===== src/rtl/core/pvl_pkg.sv =====
// ----------------------------------------------------------------------------
// pvl_pkg: shared types and constants of the polyphony voice limiter
// Field widths of a request and of a stored voice entry, plus the register map.
// ----------------------------------------------------------------------------
package pvl_pkg;

  localparam int TagW   = 16;
  localparam int TickW  = 32;
  localparam int VelW   = 7;
  localparam int PitchW = 7;
  localparam int RankW  = VelW + TickW + PitchW;
  localparam int LimW   = 5;
  localparam int PaddrW = 3;
  localparam int PdataW = 32;

  // Word index of the only register.
  localparam logic REG_MAX_VOICES = 1'b0;

  typedef logic [TagW-1:0]   tag_t;
  typedef logic [TickW-1:0]  tick_t;
  typedef logic [VelW-1:0]   vel_t;
  typedef logic [PitchW-1:0] pitch_t;
  typedef logic [RankW-1:0]  rank_t;
  typedef logic [LimW-1:0]   lim_t;
  typedef logic [PaddrW-1:0] paddr_t;
  typedef logic [PdataW-1:0] pdata_t;

  typedef struct packed {
    tag_t  tag;
    tick_t end_tick;
    rank_t rank;
  } voice_t;

endpackage


===== src/rtl/core/polyphony_voice_limiter.sv =====
// ----------------------------------------------------------------------------
// polyphony_voice_limiter: voice-stealing polyphony limiter
// Keeps a list of sounding voices and decides per note whether it
// gets a voice, steals the weakest one, or is rejected.
// ----------------------------------------------------------------------------
// Usage: note requests enter on the input channel (in_valid_i / in_stall_o)
// and one verdict per note leaves on the output channel (out_valid_o /
// out_stall_i). A request is taken when valid is high and stall is low.
// The voice limit is written through the APB port; write it only while the
// block is idle. A limit of zero means unlimited: every note is accepted and
// no voice is stored.
// A note runs one pass over the voice memory, one entry a cycle through its
// registered read port, that drops expired voices and finds the weakest
// remaining one at the same time; after a restart the pass begins with no
// voice held. The decision state then decides and writes the new voice. The
// input is free again in the same cycle that the verdict appears, and the
// block takes one note at a time.
// Reset empties the voice list and sets the limit to zero. A stalled verdict
// stays in the output register; the next note may already be taken and runs
// its pass, and its decision waits until the output register is free.
// ----------------------------------------------------------------------------
module polyphony_voice_limiter #(
  parameter int MAX_VOICES = 16
) (
  input  logic            clk_i,
  input  logic            rst_ni,
  // APB configuration port
  input  logic            psel_i,
  input  logic            penable_i,
  input  logic            pwrite_i,
  input  pvl_pkg::paddr_t paddr_i,
  input  pvl_pkg::pdata_t pwdata_i,
  output pvl_pkg::pdata_t prdata_o,
  output logic            pready_o,
  // Note requests
  input  logic            in_valid_i,
  output logic            in_stall_o,
  input  pvl_pkg::tag_t   note_id_i,
  input  pvl_pkg::tick_t  start_tick_i,
  input  pvl_pkg::tick_t  end_tick_i,
  input  pvl_pkg::vel_t   velocity_i,
  input  pvl_pkg::pitch_t pitch_i,
  input  logic            restart_i,
  // Verdicts
  output logic            out_valid_o,
  input  logic            out_stall_i,
  output logic            accepted_o,
  output logic            evicted_o,
  output pvl_pkg::tag_t   evicted_id_o,
  output pvl_pkg::lim_t   voices_active_o
);
  import pvl_pkg::*;

  // Index width of the voice memory, and a count width that can hold the
  // full depth.
  localparam int IW = (MAX_VOICES > 1) ? $clog2(MAX_VOICES) : 1;
  localparam int CW = $clog2(MAX_VOICES + 1);
  // Width wide enough to compare a count against the register value.
  localparam int LW = (CW > LimW) ? CW : LimW;

  typedef enum logic [1:0] {
    ST_IDLE,
    ST_SCAN,
    ST_DECIDE
  } state_e;

  state_e          state_q;
  lim_t            max_voices_q;
  logic [CW-1:0]   cnt_q;

  // Latched request and its priority rank.
  tag_t            tag_q;
  tick_t           start_q;
  tick_t           end_q;
  rank_t           rank_q;

  // Scan pass bookkeeping.
  logic [CW-1:0]   rd_cnt_q;
  logic            rd_vld_q;
  logic [CW-1:0]   keep_q;
  logic            have_min_q;
  rank_t           min_rank_q;
  logic [IW-1:0]   weak_q;
  tag_t            weak_tag_q;

  // Voice memory with a registered read port.
  voice_t          mem_q [MAX_VOICES];
  voice_t          rd_entry_q;

  // Output register.
  logic            out_valid_q;
  logic            accepted_q;
  logic            evicted_q;
  tag_t            evicted_id_q;
  lim_t            voices_active_q;

  // Combinational signals.
  logic            cfg_wr;
  logic            out_free;
  logic            keep_hit;
  logic [LW-1:0]   limit;
  logic [LW-1:0]   cnt_ext;
  tick_t           dur;
  rank_t           new_rank;
  rank_t           cmp_a;
  rank_t           cmp_b;
  logic            cmp_lt;
  logic            dec_append;
  logic            dec_steal;
  logic            wr_en;
  logic [IW-1:0]   wr_addr;
  voice_t          wr_data;
  logic [IW-1:0]   rd_addr;

  // -------------------------------------------------------------------------
  // Configuration port. Only the word index is decoded.
  // -------------------------------------------------------------------------
  assign pready_o = 1'b1;
  assign cfg_wr   = psel_i && penable_i && pwrite_i && (paddr_i[2] == REG_MAX_VOICES);
  assign prdata_o = (paddr_i[2] == REG_MAX_VOICES) ? PdataW'(max_voices_q) : '0;

  // -------------------------------------------------------------------------
  // Datapath
  // -------------------------------------------------------------------------
  // Rank orders notes by velocity, then duration, then pitch. A note whose
  // end is not after its start counts as zero length.
  assign dur      = (end_tick_i > start_tick_i) ? (end_tick_i - start_tick_i) : '0;
  assign new_rank = {velocity_i, dur, pitch_i};

  // The limit saturates at the memory depth.
  assign limit   = (LW'(max_voices_q) > LW'(MAX_VOICES)) ? LW'(MAX_VOICES)
                                                         : LW'(max_voices_q);
  assign cnt_ext = LW'(cnt_q);

  assign out_free = !out_valid_q || !out_stall_i;
  assign keep_hit = rd_entry_q.end_tick > start_q;
  assign rd_addr  = rd_cnt_q[IW-1:0];

  // One rank comparator serves both the minimum search and the final steal
  // test: during the scan it asks whether an entry is weaker than the current
  // minimum, in the decision cycle whether the minimum is weaker than the
  // new note.
  always_comb begin
    if (state_q == ST_SCAN) begin
      cmp_a = rd_entry_q.rank;
      cmp_b = min_rank_q;
    end else begin
      cmp_a = min_rank_q;
      cmp_b = rank_q;
    end
  end
  assign cmp_lt = cmp_a < cmp_b;

  // Decision of the final cycle: append while there is room, otherwise steal
  // when the new note is strictly stronger than the weakest voice.
  assign dec_append = (limit != '0) && (cnt_ext < limit);
  assign dec_steal  = (limit != '0) && !(cnt_ext < limit) && (cnt_q != '0) && cmp_lt;

  // Memory write selection: compaction writes during the scan, and the new
  // voice in the decision cycle.
  always_comb begin
    wr_en   = 1'b0;
    wr_addr = '0;
    wr_data = '{tag: tag_q, end_tick: end_q, rank: rank_q};
    case (state_q)
      ST_SCAN: begin
        if (rd_vld_q && keep_hit) begin
          wr_en   = 1'b1;
          wr_addr = keep_q[IW-1:0];
          wr_data = rd_entry_q;
        end
      end
      ST_DECIDE: begin
        if (out_free && dec_append) begin
          wr_en   = 1'b1;
          wr_addr = cnt_q[IW-1:0];
        end else if (out_free && dec_steal) begin
          wr_en   = 1'b1;
          wr_addr = weak_q;
        end
      end
      default: begin
        wr_en = 1'b0;
      end
    endcase
  end

  // Compaction writes only to entries already read, so the write and the
  // read of one cycle never touch the same entry.
  always_ff @(posedge clk_i) begin
    if (wr_en) begin
      mem_q[wr_addr] <= wr_data;
    end
    rd_entry_q <= mem_q[rd_addr];
  end

  // -------------------------------------------------------------------------
  // Sequencer and registered outputs
  // -------------------------------------------------------------------------
  always_ff @(posedge clk_i or negedge rst_ni) begin
    if (!rst_ni) begin
      state_q      <= ST_IDLE;
      max_voices_q <= '0;
      cnt_q        <= '0;
      rd_cnt_q     <= '0;
      rd_vld_q     <= 1'b0;
      keep_q       <= '0;
      have_min_q   <= 1'b0;
      out_valid_q  <= 1'b0;
    end else begin
      if (cfg_wr) begin
        max_voices_q <= pwdata_i[LimW-1:0];
      end
      // A new verdict may replace one that is taken in the same cycle.
      if ((state_q == ST_DECIDE) && out_free) begin
        out_valid_q <= 1'b1;
      end else if (out_valid_q && !out_stall_i) begin
        out_valid_q <= 1'b0;
      end

      case (state_q)
        ST_IDLE: begin
          if (in_valid_i) begin
            tag_q      <= note_id_i;
            start_q    <= start_tick_i;
            end_q      <= end_tick_i;
            rank_q     <= new_rank;
            rd_cnt_q   <= '0;
            rd_vld_q   <= 1'b0;
            keep_q     <= '0;
            have_min_q <= 1'b0;
            if (restart_i) begin
              cnt_q <= '0;
            end
            state_q <= ST_SCAN;
          end
        end

        ST_SCAN: begin
          // Issue one read a cycle while entries remain.
          rd_vld_q <= rd_cnt_q < cnt_q;
          if (rd_cnt_q < cnt_q) begin
            rd_cnt_q <= rd_cnt_q + 1'b1;
          end
          // A surviving voice moves down to its new place; the first of the
          // weakest survivors is remembered under that new place.
          if (rd_vld_q && keep_hit) begin
            keep_q <= keep_q + 1'b1;
            if (!have_min_q || cmp_lt) begin
              have_min_q <= 1'b1;
              min_rank_q <= rd_entry_q.rank;
              weak_q     <= keep_q[IW-1:0];
              weak_tag_q <= rd_entry_q.tag;
            end
          end
          if ((rd_cnt_q >= cnt_q) && !rd_vld_q) begin
            cnt_q   <= keep_q;
            state_q <= ST_DECIDE;
          end
        end

        ST_DECIDE: begin
          if (out_free) begin
            accepted_q      <= (limit == '0) || dec_append || dec_steal;
            evicted_q       <= dec_steal;
            evicted_id_q    <= dec_steal ? weak_tag_q : '0;
            voices_active_q <= dec_append ? LimW'(cnt_q + 1'b1) : LimW'(cnt_q);
            if (dec_append) begin
              cnt_q <= cnt_q + 1'b1;
            end
            state_q <= ST_IDLE;
          end
        end

        default: begin
          state_q <= ST_IDLE;
        end
      endcase
    end
  end

  assign in_stall_o      = state_q != ST_IDLE;
  assign out_valid_o     = out_valid_q;
  assign accepted_o      = accepted_q;
  assign evicted_o       = evicted_q;
  assign evicted_id_o    = evicted_id_q;
  assign voices_active_o = voices_active_q;

  // -------------------------------------------------------------------------
  // Assertions
  // -------------------------------------------------------------------------
  a_cnt_bound: assert property (@(posedge clk_i) disable iff (!rst_ni)
    cnt_q <= CW'(MAX_VOICES))
    else $error("voice count exceeds memory depth");

  a_keep_behind_read: assert property (@(posedge clk_i) disable iff (!rst_ni)
    (state_q == ST_SCAN) |-> (keep_q <= rd_cnt_q))
    else $error("compaction write pointer passed the read pointer");

  a_result_from_decide: assert property (@(posedge clk_i) disable iff (!rst_ni)
    $rose(out_valid_q) |-> $past(state_q == ST_DECIDE))
    else $error("verdict produced outside the decision cycle");

  a_evict_implies_accept: assert property (@(posedge clk_i) disable iff (!rst_ni)
    (out_valid_q && evicted_q) |-> accepted_q)
    else $error("eviction reported for a rejected note");

  a_evict_id_zero: assert property (@(posedge clk_i) disable iff (!rst_ni)
    (out_valid_q && !evicted_q) |-> (evicted_id_q == '0))
    else $error("evicted tag set without an eviction");

endmodule

===== config.mk =====
export PLATFORM = sky130hd
export DESIGN_NAME = polyphony_voice_limiter
export DESIGN_NICKNAME = d
export VERILOG_FILES = /design/src/rtl/core/pvl_pkg.sv /design/src/rtl/core/polyphony_voice_limiter.sv
export SDC_FILE = /design/constraint.sdc
export NUM_CORES = 2
export LEC_CHECK = 0
export BUFFER_PORTS_ARGS = -buffer_cell sky130_fd_sc_hd__buf_4
export CORE_ASPECT_RATIO = 0.5
export CORE_MARGIN = 4
export CORE_UTILIZATION = 40
export DETAILED_ROUTE_END_ITERATION = 7
export SETUP_SLACK_MARGIN = 0.5
export SLEW_MARGIN = 10
export SYNTH_ARGS = -nofsm -noshare
export SYNTH_HDL_FRONTEND = slang
export SYNTH_SLANG_ARGS = --single-unit

===== constraint.sdc =====
create_clock -name clk_i -period 24.2 [get_ports clk_i]
set_input_delay 4.84 -clock clk_i [delete_from_list [all_inputs] [get_ports clk_i]]
set_output_delay 4.84 -clock clk_i [all_outputs]
set_load 0.02 [all_outputs]

==> impl_metrics.xml <==
<?xml version="1.0" encoding="UTF-8"?>
<metrics>
  <group name="sta">
    <metric name="worst_slew_pin_slew" unit="ps">1220</metric>
    <metric name="layout_setup_ws" unit="ps">14130</metric>
    <metric name="finalSetupViolCount" unit="">0</metric>
    <metric name="final_max_slew_viol_count" unit="">0</metric>
    <metric name="slew-limit-headroom" unit="">0.188</metric>
    <metric name="final.setup.tns" unit="ps">0</metric>
    <metric name="grt_setup_unrepaired" unit="">no</metric>
    <metric name="layout_worst_path_cycle_share" unit="">0.416</metric>
    <metric name="fin_skew" unit="ps">29.1</metric>
    <metric name="timing_hold_violations_final" unit="">0</metric>
    <metric name="finalWorstPathRequiredPeriod" unit="ps">10070</metric>
    <metric name="fmaxAchievable" unit="MHz">99.3</metric>
  </group>
  <group name="clock_tree">
    <metric name="insertion_delay_of_the_later_clocked_pin_in_the_worst_skew_pair" unit="ps">810</metric>
    <metric name="ctsRootBufferMaster" unit="">clkbuf_16</metric>
    <metric name="clock_tree_from_tritoncts" unit="">yes</metric>
    <metric name="cts.sinks" unit="">1838</metric>
    <metric name="hold_buffers" unit="">0</metric>
    <metric name="path_clk_slew" unit="ps">60</metric>
    <metric name="cts_post_setup_buffers_inserted" unit="">0</metric>
    <metric name="cts-buffers-inserted" unit="">169</metric>
    <metric name="max-clock-path-buffers" unit="">3</metric>
    <metric name="ctsResizeCount" unit="">0</metric>
    <metric name="clock_tree.htree_level_count" unit="">4</metric>
  </group>
  <group name="power">
    <metric name="internal_power" unit="uW">5890</metric>
    <metric name="netsw" unit="uW">2040</metric>
    <metric name="leakagePower" unit="uW">0.0262</metric>
    <metric name="power_density" unit="mW/mm2">96.2</metric>
    <metric name="seq_power_share" unit="">0.484</metric>
    <metric name="sw_frac_of_total" unit="">0.257</metric>
    <metric name="p_total" unit="uW">7930</metric>
    <metric name="power_frac_clock" unit="">0.337</metric>
    <metric name="power_frac_comb" unit="">0.179</metric>
    <metric name="worst_ir_drop_vdd" unit="mV">0.0743</metric>
  </group>
  <group name="global_routing">
    <metric name="global_route.usage.met2" unit="">0.284</metric>
    <metric name="globalRoute.busiestLayer" unit="">met2</metric>
    <metric name="gr-usage-met1" unit="">0.257</metric>
    <metric name="grt_antenna_before_repair" unit="">0</metric>
    <metric name="grt-ovfl-total" unit="">0</metric>
    <metric name="globalRouteMet3Util" unit="">0.0248</metric>
    <metric name="grt_usage" unit="">0.177</metric>
    <metric name="via_count_of_the_first_global_routing_pass" unit="">35819</metric>
    <metric name="wire_length_of_the_first_global_routing_pass" unit="mm">247</metric>
    <metric name="grt_max_degree" unit="">147</metric>
  </group>
  <group name="logic_synthesis">
    <metric name="synthesis.instances" unit="">3436</metric>
    <metric name="synth-async-reset-ratio" unit="">0.0136</metric>
    <metric name="syn-cell-area" unit="mm2">0.0727</metric>
    <metric name="ys_seq_area_frac" unit="">0.744</metric>
    <metric name="synth_warnings" unit="">0</metric>
    <metric name="postSynthRegisterBits" unit="">1838</metric>
    <metric name="synthesis.area_per_instance" unit="um2">21.2</metric>
    <metric name="synthDistinctLibCells" unit="">70</metric>
    <metric name="synth_edf_count" unit="">1719</metric>
    <metric name="synth_top_flop_cell" unit="">edfxtp_1</metric>
  </group>
  <group name="placement">
    <metric name="pre_cts_ws" unit="ps">14130</metric>
    <metric name="placement.cell_area" unit="mm2">0.0769</metric>
    <metric name="gp_congestion" unit="">0.846</metric>
    <metric name="place.detailed.hpwl" unit="mm">89.1</metric>
    <metric name="port_buffers" unit="">137</metric>
  </group>
  <group name="detailed_routing">
    <metric name="detailedRoute.firstIterationViolations" unit="">3685</metric>
    <metric name="vias" unit="">34873</metric>
    <metric name="vias_per_cell" unit="">5.61</metric>
    <metric name="firstDrtPassIters" unit="">5</metric>
    <metric name="route.detailed.wl_per_inst" unit="um">27.0</metric>
    <metric name="drc_errors" unit="">0</metric>
    <metric name="antenna_violating_nets_post_route" unit="">0</metric>
    <metric name="route.final.wire_length" unit="mm">168</metric>
  </group>
  <group name="critical_path">
    <metric name="worst_path_most_repeated_cell" unit="">buf_4</metric>
    <metric name="slowest_delay" unit="ps">150</metric>
    <metric name="rr_worst_depth" unit="">15</metric>
    <metric name="cp_data_required_time" unit="ps">19360</metric>
    <metric name="critPathCaptureType" unit="">output port</metric>
    <metric name="crit_path_cell_trace" unit="">buf_4 -&gt; nor2b_1 -&gt; buf_4</metric>
    <metric name="rr_endpoint" unit="">mem_q[3][11]</metric>
    <metric name="crit_path_start_kind" unit="">primary input</metric>
    <metric name="r2r_slack" unit="ps">15840</metric>
    <metric name="timing.critical_path.fanout_max" unit="">6</metric>
    <metric name="cp_data_arrival_time" unit="ps">5230</metric>
    <metric name="setup.worst_path.class" unit="">in -&gt; out</metric>
    <metric name="worstReg2RegStart" unit="">state_q[1]</metric>
    <metric name="timing.critical_path.slowest_stage_cell" unit="">buf_4</metric>
  </group>
  <group name="floorplan">
    <metric name="placement_rows" unit="">110</metric>
    <metric name="core_area" unit="mm2">0.180</metric>
    <metric name="die_width" unit="um">611</metric>
    <metric name="die_height" unit="um">310</metric>
    <metric name="io-pin-count" unit="">195</metric>
    <metric name="dieArea" unit="mm2">0.189</metric>
    <metric name="initial_utilization" unit="">0.403</metric>
  </group>
  <group name="finish">
    <metric name="flow.area_growth_from_synthesis" unit="%">13.3</metric>
    <metric name="num_antenna_cells" unit="">0</metric>
    <metric name="post_route_cells_drive_above_1_share" unit="">0.289</metric>
    <metric name="num-nets-final" unit="">3927</metric>
    <metric name="final_design_area_excluding_fillers" unit="mm2">0.0824</metric>
  </group>
  <group name="worst_hold_path">
    <metric name="hold_path.class" unit="">reg -&gt; reg</metric>
    <metric name="hold_path_depth" unit="">0</metric>
    <metric name="hold_path_end" unit="">weak_tag_q[12]</metric>
    <metric name="hold_path.startpoint" unit="">rd_entry_q[90]</metric>
  </group>
  <group name="job">
    <metric name="maxCapViolations" unit="">0</metric>
  </group>
  <group name="status">
    <metric name="status" unit="">completed</metric>
  </group>
</metrics>
==> how the worst max path moves through the flow <==
| stage | startpoint | endpoint | slack [ps] | depth (start not counted) |
|---|---|---|---|---|
| after global routing | paddr_i[2] | prdata_o[0] | 14080 | 3 |
| after floorplan | out_stall_i | mem_q[11][0] | 8410 | 7 |
| final | paddr_i[2] | prdata_o[0] | 14130 | 3 |
| after detailed placement | paddr_i[2] | prdata_o[1] | 14130 | 3 |
| after CTS | paddr_i[2] | prdata_o[0] | 14130 | 3 |
| after global placement | paddr_i[2] | prdata_o[0] | 14130 | 3 |
==> critical path, delay by kind of cell <==
family / cells / cell delay [ps]
buffers and inverters: 2 / 280
AND/OR/NAND/NOR: 1 / 110
==> routing by layer <==
metal / up-vias / wire length, um / part of all wire
met5: - / 0 / 0
met4: 0 / 3190 / 0.019
met3: 229 / 9310 / 0.055
met2: 1083 / 81100 / 0.48
met1: 18843 / 74200 / 0.44
li1: 14718 / - / -
==> cells in the mapped netlist, drive strengths merged (3+ instances only) <==
master,count,area share
o22ai,11,0.00095
xor2,10,0.0012
and2,5,0.00043
or4,3,0.00031
dfrtp,25,0.0086
clkbuf,89,0.0046
o21ai,54,0.0038
and4,3,0.00036
nor3b,6,0.00062
a21boi,3,0.00031
xnor2,12,0.0014
o211ai,13,0.0013
o21a,10,0.0010
nor4b,3,0.00045
buf,86,0.0061
mux2,143,0.022
nand4,23,0.0020
mux4,470,0.15
or2,5,0.00043
nand2,61,0.0031
a21oi,57,0.0039
o31ai,6,0.00062
nor2,54,0.0028
a21o,15,0.0015
a31oi,7,0.00060
nand2b,9,0.00077
ha,127,0.022
o221ai,3,0.00036
and3,21,0.0018
or3,4,0.00034
nand3,23,0.0016
nor4,24,0.0021
mux2i,53,0.0073
dfxtp,94,0.026
edfxtp,1719,0.71
inv,93,0.0048
nor3,19,0.0013
a211oi,16,0.0017
a22oi,6,0.00062
nor2b,16,0.0014
==> per-stage QoR <==
stage | util | std cells | hold WS, ps
final | 0.457 | 6216 | 431
after global placement | 0.426 | 5898 | 416
after CTS | 0.457 | 6215 | 430
after global routing | 0.457 | 6216 | 442
after detailed placement | 0.426 | 5898 | 415
after floorplan | - | 3462 | 404
==> layout by cell type, fill, tap and decap left out, types with 27 or more instances in the layout <==
master     synthesis  final
a21oi_1           57     57
buf_4             28    196
clkbuf_1          89     48
clkbuf_16          0    170
clkinv_2           0     27
conb_1             2     28
dfxtp_1           94     94
edfxtp_1        1719   1719
ha_1             127    125
inv_1             93     93
mux2_2           143    143
mux2i_1           53     53
mux4_2           470    470
nand2_1           61     61
nor2_1            54     53
o21ai_0           49     48
==> area by class of cell <==
type	count	area, um2
Sequential cell	1838	54100
Tap cell	2408	3010
Clock inverter	84	911
Timing Repair Buffer	204	1630
Fill cell	14935	97900
Inverter	93	349
Multi-Input combinational cell	1356	17700
Clock buffer	233	4640
==> state kept, by name (all words and copies together), names as in the netlist, 32 cells and up <==
name / cells
rd_entry_q: 94
mem_q: 1504
end_q: 32
rank_q: 46
min_rank_q: 46
start_q: 32
==> power groups by stage <==
stage / registers, uW / logic [uW] / clock network (uW)
detailed placement: 3900 / 1430 / 0
CTS: 3840 / 1440 / 2730
global route: 3850 / 1550 / 2870
global placement: 3900 / 1410 / 0
finish: 3840 / 1420 / 2670
floorplan: 3840 / 1070 / 0
==> kinds of logic after synthesis <==
| logic type | synth area share |
|---|---|
| and+or+nand+nor | 0.0202 |
| DFF | 0.744 |
| other | 0.000103 |
| AOI/OAI and AO/OA | 0.0205 |
| adders and majority gates | 0.0221 |
| buffers and inverters | 0.0155 |
| xor gates and xnor gates | 0.00265 |
| muxes | 0.175 |
No activity file was read; power rests on OpenSTA's default activity.
